`src/design/fit_pkg.sv`:
```
package fit_pkg;

  // default number of injection sites
  localparam int unsigned NumSitesDefault = 5;
  // sites that own a setup register
  localparam int unsigned SetupRegs = 5;

  localparam int unsigned CountW = 32;
  localparam int unsigned ParamW = 31;
  localparam int unsigned SiteW = 3;
  localparam int unsigned FlipW = 4;
  localparam int unsigned AddrW = 6;
  localparam int unsigned DataW = 64;

  localparam logic [31:0] DefaultSeed = 32'hA5A5A5A5;
  localparam logic [FlipW-1:0] FlipReset = 4'd3;

  // register indexes in the configuration map
  localparam logic [2:0] CfgFlipCount = 3'd5;
  localparam logic [2:0] CfgRngSeed = 3'd6;

  // site policy codes
  localparam logic [1:0] PolEveryN = 2'd1;
  localparam logic [1:0] PolWindow = 2'd2;

  // reset setup per site: every 200, disabled, disabled, every 100, window 500 to 520
  localparam logic [63:0] SetupReset [SetupRegs] = '{
    64'd801, 64'd0, 64'd0, 64'd401, 64'd4466765989842
  };

  typedef struct packed {
    logic             action;
    logic [SiteW-1:0] site;
    logic [7:0]       data_in;
  } in_item_t;

  typedef struct packed {
    logic              fired;
    logic [7:0]        data_out;
    logic [CountW-1:0] hits_now;
    logic [CountW-1:0] fires_now;
  } out_item_t;

endpackage

```
`src/design/fault_injection_trigger.sv`:
```
// fault injection trigger for a set of injection sites
//
// input channel (in_valid_i / in_stall_o / in_data_i) carries one transaction per
// request: a hit on a site (action 0) or a byte to corrupt (action 1). every
// transaction yields exactly one result transaction on out_valid_o / out_stall_i /
// out_data_o, in order.
//
// a hit on an every-N site runs a bit-serial 32-bit remainder by the period through
// one shared subtract/compare unit, one bit per cycle, then ends in the final step.
// window, disabled and invalid-site hits go straight to the final step. a corrupt
// runs n xorshift32 steps, one per cycle, n = flip_count (zero counts as one).
//
// while a transaction is in work in_stall_o is high. the result sits in an output
// register; a stalled receiver holds it there, the next input transaction is still
// taken, and that one waits in its final step until the register is free.
// reset clears all hit and fire counts, loads the setup defaults and the default
// generator seed, and leaves the output register empty. config is APB, 64-bit data,
// register i at byte address 8*i, pready always high.
module fault_injection_trigger #(
  parameter int unsigned NUM_SITES = fit_pkg::NumSitesDefault
) (
  input  logic                 clk_i,
  input  logic                 rst_ni,

  input  logic                 in_valid_i,
  output logic                 in_stall_o,
  input  fit_pkg::in_item_t    in_data_i,

  output logic                 out_valid_o,
  input  logic                 out_stall_i,
  output fit_pkg::out_item_t   out_data_o,

  input  logic                 psel,
  input  logic                 penable,
  input  logic                 pwrite,
  input  logic [fit_pkg::AddrW-1:0] paddr,
  input  logic [fit_pkg::DataW-1:0] pwdata,
  output logic [fit_pkg::DataW-1:0] prdata,
  output logic                 pready
);
  import fit_pkg::*;

  localparam int unsigned IdxW = (NUM_SITES > 1) ? $clog2(NUM_SITES) : 1;
  localparam int unsigned ExtW = (IdxW > SiteW) ? IdxW : SiteW;
  localparam int unsigned StepW = $clog2(CountW);

  typedef enum logic [3:0] {
    S_IDLE = 4'b0001,
    S_EVAL = 4'b0010,
    S_MOD  = 4'b0100,
    S_RNG  = 4'b1000
  } state_e;
  // final step shares the eval code path through fin_q

  state_e state_q, state_d;
  logic   fin_q;

  // configuration
  logic [63:0]       setup_q [SetupRegs];
  logic [FlipW-1:0]  flip_q;
  logic [31:0]       seed_q;
  logic [31:0]       rng_q;

  // per-site counters
  logic [CountW-1:0] hit_q  [NUM_SITES];
  logic [CountW-1:0] fire_q [NUM_SITES];

  // transaction in work
  logic              action_q;
  logic [SiteW-1:0]  site_q;
  logic [7:0]        byte_q;
  logic              fired_q;

  // remainder datapath
  logic [CountW-1:0] div_q;
  logic [ParamW-1:0] rem_q;
  logic [StepW-1:0]  step_q;
  logic [FlipW-1:0]  iter_q;

  // result register
  logic              out_valid_q;
  out_item_t         out_q;

  logic              cfg_wr;
  logic [2:0]        cfg_idx;
  logic              in_acc;
  logic [ExtW-1:0]   in_site_ext, site_ext;
  logic [IdxW-1:0]   in_idx, site_idx;
  logic              in_site_ok, site_ok;
  logic [63:0]       setup_sel;
  logic [1:0]        policy;
  logic [ParamW-1:0] lowp, highp;
  logic [CountW-1:0] cnt_cur, fire_cur;
  logic [CountW-1:0] shifted;
  logic              sub_ok;
  logic [CountW-1:0] sub_res;
  logic              out_free;
  logic              win_hit;
  logic [31:0]       rng_next;
  logic [FlipW-1:0]  flips;

  function automatic logic [31:0] xorshift(input logic [31:0] v);
    logic [31:0] x;
    x = v ^ (v << 13);
    x = x ^ (x >> 17);
    x = x ^ (x << 5);
    return x;
  endfunction

  assign pready  = 1'b1;
  assign cfg_wr  = psel & penable & pwrite;
  assign cfg_idx = paddr[AddrW-1:3];

  assign in_stall_o = (state_q != S_IDLE);
  assign in_acc     = in_valid_i & ~in_stall_o;

  assign in_site_ext = ExtW'(in_data_i.site);
  assign in_idx      = in_site_ext[IdxW-1:0];
  assign in_site_ok  = (32'(in_data_i.site) < NUM_SITES);

  assign site_ext = ExtW'(site_q);
  assign site_idx = site_ext[IdxW-1:0];
  assign site_ok  = (32'(site_q) < NUM_SITES);

  // sites past the setup registers act as disabled
  assign setup_sel = (site_ok && (32'(site_q) < SetupRegs)) ? setup_q[site_q] : 64'd0;
  assign policy    = setup_sel[1:0];
  assign lowp      = setup_sel[32:2];
  assign highp     = setup_sel[63:33];

  assign cnt_cur  = site_ok ? hit_q[site_idx]  : '0;
  assign fire_cur = site_ok ? fire_q[site_idx] : '0;

  // shared subtract/compare unit: one restoring remainder step
  assign shifted = {rem_q, div_q[CountW-1]};
  assign sub_res = shifted - CountW'(lowp);
  assign sub_ok  = (shifted >= CountW'(lowp));

  assign win_hit  = (cnt_cur >= CountW'(lowp)) && (cnt_cur < CountW'(highp));
  assign rng_next = xorshift(rng_q);
  assign flips    = (flip_q == '0) ? FlipW'(1) : flip_q;
  assign out_free = ~out_valid_q | ~out_stall_i;

  // sequencer
  always_comb begin
    state_d = state_q;
    case (state_q)
      S_IDLE: begin
        if (in_acc) state_d = S_EVAL;
      end
      S_EVAL: begin
        if (fin_q) begin
          if (out_free) state_d = S_IDLE;
        end else if (action_q) begin
          state_d = S_RNG;
        end else if (site_ok && policy == PolEveryN && lowp != '0) begin
          state_d = S_MOD;
        end
      end
      S_MOD: begin
        if (step_q == StepW'(CountW - 1)) state_d = S_EVAL;
      end
      S_RNG: begin
        if (iter_q == FlipW'(1)) state_d = S_EVAL;
      end
      default: state_d = S_IDLE;
    endcase
  end

  always_ff @(posedge clk_i or negedge rst_ni) begin
    if (!rst_ni) begin
      state_q     <= S_IDLE;
      fin_q       <= 1'b0;
      out_valid_q <= 1'b0;
      flip_q      <= FlipReset;
      seed_q      <= '0;
      rng_q       <= DefaultSeed;
      for (int i = 0; i < SetupRegs; i++) setup_q[i] <= SetupReset[i];
      for (int i = 0; i < NUM_SITES; i++) begin
        hit_q[i]  <= '0;
        fire_q[i] <= '0;
      end
    end else begin
      state_q <= state_d;

      // a new result loads in the final step, otherwise a taken result empties
      if (out_valid_q && !out_stall_i && !(state_q == S_EVAL && fin_q)) out_valid_q <= 1'b0;

      // register writes
      if (cfg_wr) begin
        if (32'(cfg_idx) < SetupRegs) begin
          if (32'(cfg_idx) < NUM_SITES) setup_q[cfg_idx] <= pwdata;
        end else if (cfg_idx == CfgFlipCount) begin
          flip_q <= pwdata[FlipW-1:0];
        end else if (cfg_idx == CfgRngSeed) begin
          seed_q <= pwdata[31:0];
          rng_q  <= (pwdata[31:0] == '0) ? DefaultSeed : pwdata[31:0];
        end
      end

      case (state_q)
        S_IDLE: begin
          if (in_acc) begin
            fin_q <= 1'b0;
            // the hit count moves on acceptance
            if (!in_data_i.action && in_site_ok) hit_q[in_idx] <= hit_q[in_idx] + 1'b1;
          end
        end
        S_EVAL: begin
          if (fin_q) begin
            if (out_free) begin
              out_valid_q <= 1'b1;
              if (fired_q) fire_q[site_idx] <= fire_q[site_idx] + 1'b1;
            end
          end else begin
            fin_q <= action_q || !(site_ok && policy == PolEveryN && lowp != '0);
          end
        end
        S_MOD: begin
          if (step_q == StepW'(CountW - 1)) fin_q <= 1'b1;
        end
        S_RNG: begin
          rng_q <= rng_next;
          if (iter_q == FlipW'(1)) fin_q <= 1'b1;
        end
        default: begin
          fin_q <= 1'b0;
        end
      endcase
    end
  end

  // datapath registers, no reset
  always_ff @(posedge clk_i) begin
    case (state_q)
      S_IDLE: begin
        if (in_acc) begin
          action_q <= in_data_i.action;
          site_q   <= in_data_i.site;
          byte_q   <= in_data_i.data_in;
        end
      end
      S_EVAL: begin
        if (!fin_q) begin
          div_q   <= cnt_cur;
          rem_q   <= '0;
          step_q  <= '0;
          iter_q  <= flips;
          fired_q <= !action_q && site_ok && policy == PolWindow && win_hit;
        end else if (out_free) begin
          out_q.fired     <= fired_q;
          out_q.data_out  <= action_q ? byte_q : 8'd0;
          out_q.hits_now  <= cnt_cur;
          out_q.fires_now <= fire_cur + CountW'(fired_q);
        end
      end
      S_MOD: begin
        rem_q  <= sub_ok ? sub_res[ParamW-1:0] : shifted[ParamW-1:0];
        div_q  <= {div_q[CountW-2:0], 1'b0};
        step_q <= step_q + 1'b1;
        if (step_q == StepW'(CountW - 1)) begin
          fired_q <= sub_ok ? (sub_res == '0) : (shifted == '0);
        end
      end
      S_RNG: begin
        byte_q <= byte_q ^ (8'd1 << rng_next[2:0]);
        iter_q <= iter_q - 1'b1;
      end
      default: begin
        fired_q <= 1'b0;
      end
    endcase
  end

  // register read back
  always_comb begin
    prdata = '0;
    if (32'(cfg_idx) < SetupRegs) begin
      if (32'(cfg_idx) < NUM_SITES) prdata = setup_q[cfg_idx];
    end else if (cfg_idx == CfgFlipCount) begin
      prdata = DataW'(flip_q);
    end else if (cfg_idx == CfgRngSeed) begin
      prdata = DataW'(seed_q);
    end
  end

  assign out_valid_o = out_valid_q;
  assign out_data_o  = out_q;

`ifndef SYNTH
  // an accepted transaction always moves the sequencer into evaluation
  a_accept_eval: assert property (@(posedge clk_i) disable iff (!rst_ni)
    in_acc |=> (state_q == S_EVAL && !fin_q))
    else $error("accepted transaction did not enter evaluation");

  // the partial remainder stays below the period
  a_rem_bound: assert property (@(posedge clk_i) disable iff (!rst_ni)
    (state_q == S_MOD) |-> (rem_q < lowp))
    else $error("remainder out of range");

  // the last remainder step hands over to the final step
  a_mod_done: assert property (@(posedge clk_i) disable iff (!rst_ni)
    (state_q == S_MOD && step_q == StepW'(CountW - 1)) |=> (state_q == S_EVAL && fin_q))
    else $error("remainder sequence did not finish");

  // a fire never comes with a corrupted byte
  a_fire_excl: assert property (@(posedge clk_i) disable iff (!rst_ni)
    (out_valid_q && out_q.fired) |-> (out_q.data_out == 8'd0))
    else $error("fire reported on a corrupt transaction");
`endif

endmodule
```
`config.mk`:
```
export PLATFORM = sky130hd
export DESIGN_NAME = fault_injection_trigger
export DESIGN_NICKNAME = d
export VERILOG_FILES = /design/src/design/fit_pkg.sv /design/src/design/fault_injection_trigger.sv
export SDC_FILE = /design/constraint.sdc
export NUM_CORES = 2
export LEC_CHECK = 0
export BUFFER_PORTS_ARGS = -buffer_cell sky130_fd_sc_hd__buf_2
export CORE_MARGIN = 2
export CORE_UTILIZATION = 50
export DETAILED_ROUTE_END_ITERATION = 8
export MAX_ROUTING_LAYER = met4
export PLACE_DENSITY = 0.68
export RECOVER_POWER = 25
export SKIP_CTS_REPAIR_TIMING = 1
export SYNTH_ARGS = -nofsm -noshare
export SYNTH_HDL_FRONTEND = slang
export SYNTH_SLANG_ARGS = --single-unit
```
`constraint.sdc`:
```
create_clock -name clk_i -period 12.4 [get_ports clk_i]
set_clock_uncertainty 0.05 [all_clocks]
set_input_delay 0 -clock clk_i [delete_from_list [all_inputs] [get_ports clk_i]]
set_output_delay 0 -clock clk_i [all_outputs]
set_load 0.02 [all_outputs]
```
# Yosys cells after proc, flatten, opt, wreduce, memory -nomap -nowiden
# Index checks and enable logic that the tools add are counted.
op_classes:
  addsub: 6
  order_cmp: 12
  n_eq_ne: 19
  n_shift: 1
  n_mux: 69
  n_bitwise: 17
  n_reduce_logical: 44
op_table:
  columns: ["op", "n"]
  rows:
  - ["32-bit two-way mux", 19]
  - ["64-bit two-way mux", 7]
  - ["64-bit binary-select mux with 3-bit select", 2]
  - ["160-bit bitwise mux", 2]
  - ["320-bit bitwise mux", 1]
  - ["32-bit binary-select mux with 3-bit select", 3]
  - ["32-bit demux with 3-bit select", 2]
  - ["64-bit demux with 3-bit select", 1]
  - ["32-bit logical NOT", 3]
  - ["32-bit by 1-bit adder with 32-bit output, second input constant", 2]
  - ["32-bit by 31-bit greater-or-equal comparator with 1-bit output", 2]
  - ["32-bit case mux with 2 select lines", 1]
  - ["32-bit bitwise XOR", 2]
  - ["31-bit two-way mux", 2]
  - ["31-bit case mux with 2 select lines", 1]
  - ["4-bit two-way mux", 9]
  - ["32-bit by 1-bit adder with 32-bit output", 1]
  - ["32-bit by 31-bit < comparator with 1-bit output", 1]
  - ["32-bit by 31-bit subtractor with 32-bit output", 1]
  - ["32-bit by 15-bit bitwise XOR with 32-bit output", 1]
  - ["31-bit nonzero test", 1]
  - ["4-bit case mux with 4 select lines", 1]
  - ["8-bit case mux with 2 select lines", 1]
  - ["3-bit AND reduction", 5]
  - ["40 further kinds", 97]
word_totals:
  reg_bits: 872
  input_bits: 89
  output_inout_bits: 140

# Longest topological paths before layout
depth:
  word_depth: 12
  ltp_mapped: 22
  ltp_nobuf: 16

# Worst setup path before layout
# No wires, ideal clock.
synth_path:
  path_type: "register -> register"
  from: "register state_q[0]"
  to: "register fire_q[11] (netlist name)"
  arrival_ps: 6370
  setup_slack_ps: 5915
  path_stages_with_launch: 11
  path_buffers: 3
  period_less_slack_ps: 6485
  path_cell_list: "dfstp_2 -> clkbuf_1 -> nor4_1 -> nand2_1 -> a21oi_1 -> nand2_1 -> nor3_1 -> clkbuf_1 -> clkbuf_1 -> nand2_1 -> nand2_1"
synth_via:
  elab_chain_len: 2
synth_rtl:
  columns: ["item", "line", "source"]
  rows:
  - ["start, declared", "fault_injection_trigger.sv:55", "state_e state_q, state_d;"]
  - ["start signal, assigned", "fault_injection_trigger.sv:184", "state_q <= state_d;"]
  - ["4-bit by 2-bit == test with 1-bit output", "fault_injection_trigger.sv:201", "case (state_q)"]
  - ["4-bit AND reduction (no line)", null, null]
  - ["end signal, assigned by index", "fault_injection_trigger.sv:213", "if (fired_q) fire_q[site_idx] <= fire_q[site_idx] + 1'b1;"]
  - ["end, declared", "fault_injection_trigger.sv:66", "logic [CountW-1:0] fire_q [NUM_SITES];"]
# No other way between the ends.
# A chain may end at the register's enable or synchronous reset.

==> qor.csv <==
stage;metric;value;unit
run_status;status;finished, violations left;
run_status;failing checks;capacitance limit, slew limit;
grt;total gr overflow;0;
sta;period utilization;66.4;%
route;DR pass1 iterations;8;
synthesis;Most used DFF post-synth;dfrtp_1;
synthesis;leading post-synthesis cells by cell area;dfrtp_1, mux2_2, edfxtp_1;
clock_network;CTS Buf Count;96;
power;worst vdd ir;0.000139;V
sta;# setup viols final;0;
synthesis;synth warn;0;
setup_path;critical path capture point type;async pin;
grt;initial antenna violation count;7;
synthesis;#FFs+latches synth;872;
hold_path;Hold Crit Depth;5;
route;DRC errors left;0;
grt;largest net degree at the start of global routing;156;
route;number of DRC markers in iteration 0;3445;
route;Post-DRT Antenna Nets;0;
clock_network;CTS tree;built;
layout;final core utilization;56.8;%
synthesis;biggest area consumer among synthesized cells;dfrtp_1;
synthesis;Post-Syn Area;0.0476;mm^2
layout;share of cells above drive strength 1;23.4;%
sta;worst slew pin tran;3.91;ns
place;Final Wtd Congestion;0.943;
setup_path;Crit Path Max Fanout;155;
hold_path;Hold Path End;flip_q[1];
synthesis;count of cell types in the netlist;95;
die;core area;0.0947;mm^2
sta;Slew Viols, Final;975;
setup_path;critical path class;in2async;
setup_path;Worst EP arrival;8.04;ns
layout;fillcell total;8200;
sta;setup TNS;0;ns
layout;# nets final;4779;
place;input/output buffers;224;
die;site row count;113;
synthesis;Cells after Synth;4394;
layout;commonest non-fill, non-tap cell in the layout;dfrtp_1;
die;Initial Util;50.3;%
sta;Slew headroom;-160;%
die;io pins;229;
setup_path;Reg2Reg Setup Slack;5.76;ns
route;WL final;147000;um
sta;fmax;122;MHz
setup_path;Worst setup SP type;input port;
setup_path;Reg2Reg Depth;17;
sta;Final Hold Vio Count;0;
clock_network;CTS clk-pin slew, worst paths;0.06;ns
place;DP HPWL;91200;um
die;die height;313;um
run;Max Cap Viol;16;
hold_path;hold path start;paddr[3];
setup_path;R2R Path End;fired_q;
synthesis;synthesized area per cell;10.8;um^2
setup_path;R2R Path Start;site_ext[0];
power;power density over the cells;174;mW/mm^2
die;Die W;313;um
hold_path;Hold Crit Class;in2reg;
power;P_leak;23.1;nW
grt;gr usage total;30.3;%
clock_network;clock tree buffer depth;3;
grt;vias in the first global route;36300;
clock_network;H-tree levels;3;
grt;first-pass GRT wire length;223000;um
clock_network;CTS sink cnt;872;
sta;clock period minus final worst setup slack;8.23;ns
layout;most frequent cells in the layout;dfrtp_1, mux2_2, nand2_1, nor2_1, mux2i_1;
setup_path;worst path required time;12.21;ns
route;Vias;37000;
synthesis;share of the synthesized area in the top cell type;35.6;%
synthesis;post-synthesis sequential area ratio;47.6;%
clock_network;clk_lat worst skew;0.68;ns
die;die area;0.0978;mm^2
synthesis;number of synthesized flops with an enable pin;158;
synthesis;Async SR Flop Fraction;81.9;%
clock_network;Clock Root Buffer;clkbuf_16;
synthesis;Mapped Nets;4586;
layout;Area growth syn-to-layout;12.9;%
route;Vias/cell;6.23;
route;WL per Instance;24.7;um
sta;RSZ-0062 raised after global routing;false;
## synth_stat cells (20+ instances only)
master	n
edfxtp_1	158
nor3_1	34
xnor2_1	111
a22o_1	20
o22ai_1	90
dfstp_2	36
nand2_1	544
nor2_1	288
o21a_1	29
clkbuf_1	196
buf_2	41
mux2_2	594
buf_1	50
mux2i_1	206
o21ai_0	200
ha_1	102
mux4_2	27
a21oi_1	173
inv_1	49
nand3_1	26
or3_1	26
o22a_1	50
xor2_1	78
nor4_1	30
dfrtp_1	678
nand4_1	33
a22oi_1	195
## critical path, stage by stage
cell	delay, ns
dlygate4sd3_1	0.53
clkbuf_1	1.58
clkbuf_1	2.70
clkbuf_2	2.96
## registers in the layout (all words and copies together) (netlist names), 5 cells and up
| register | flops |
|---|---|
| out_data_o | 73 |
| setup_q | 320 |
| seed_q | 32 |
| byte_q | 8 |
| fire_q | 160 |
| rng_q | 32 |
| div_q | 32 |
| rem_q | 31 |
| hit_q | 160 |
| step_q | 5 |
## per-stage QoR
| step | total power [mW] | instances | worst slack [ns] | cell area (um^2) | hold slack (ns) |
|---|---|---|---|---|---|
| final | 9.38 | 5936 | 4.17 | 53800 | 0.00933 |
| after global routing | 9.82 | 5935 | 2.73 | 53800 | 0.0628 |
| after CTS | 9.36 | 5851 | 5.93 | 53200 | -0.707 |
| after detailed placement | 6.46 | 5674 | 5.99 | 50000 | -0.00385 |
| after global placement | 6.40 | 5674 | 5.98 | 50000 | -0.00607 |
| after floorplan | 5.63 | 4394 | 5.91 | 47600 | -0.346 |
## cell type report
class / count / area [um^2] / share of cell area [%]
tap: 1265 / 1580 / 2.94
timing repair buffer: 401 / 2520 / 4.69
sequential: 872 / 22700 / 42.1
multi-input combinational: 3166 / 23600 / 43.9
clock inverter: 38 / 358 / 0.665
inverter: 50 / 189 / 0.351
antenna: 5 / 12.5 / 0.0233
clock buffer: 139 / 2830 / 5.26
## per-layer routing
metal  up-vias  track usage, %  part of all wire, %
li1      16400               -                    -
met1     18800            40.7                   43
met2      1513            46.8                   46
met3       267            4.49                  7.5
met4         0            11.6                  3.7
met5         -               -                    0
## how the worst max path moves through the flow
stage / from / to / slack [ns] / cells after the start
global placement: site_ext[0] / fired_q / 5.98 / 17
detailed placement: site_ext[0] / fired_q / 5.99 / 17
finish: rst_ni / setup_q[250] / 4.17 / 4
floorplan: state_q[0] / fire_q[11] / 5.91 / 10
CTS: site_ext[0] / fired_q / 5.93 / 17
global route: rst_ni / setup_q[314] / 2.73 / 4
## cells by family after synthesis
group / share of synthesized area [%]
XOR/XNOR: 3.57
buffers and inverters: 3.14
adder cells (fa/ha/maj): 2.72
multiplexers: 19.7
other: 0.00787
flip-flops: 47.6
AND/OR/NAND/NOR: 10.7
AO/OA/AOI/OAI: 12.7
## report_power, final
group	leakage (nW)	internal (mW)	switching, mW
logic	10.7	1.08	1.67
registers	10.8	3.39	0.329
clock network	1.55	1.70	1.20
total	23.1	6.18	3.20
Note: power is estimated with default switching activity, not from simulation.
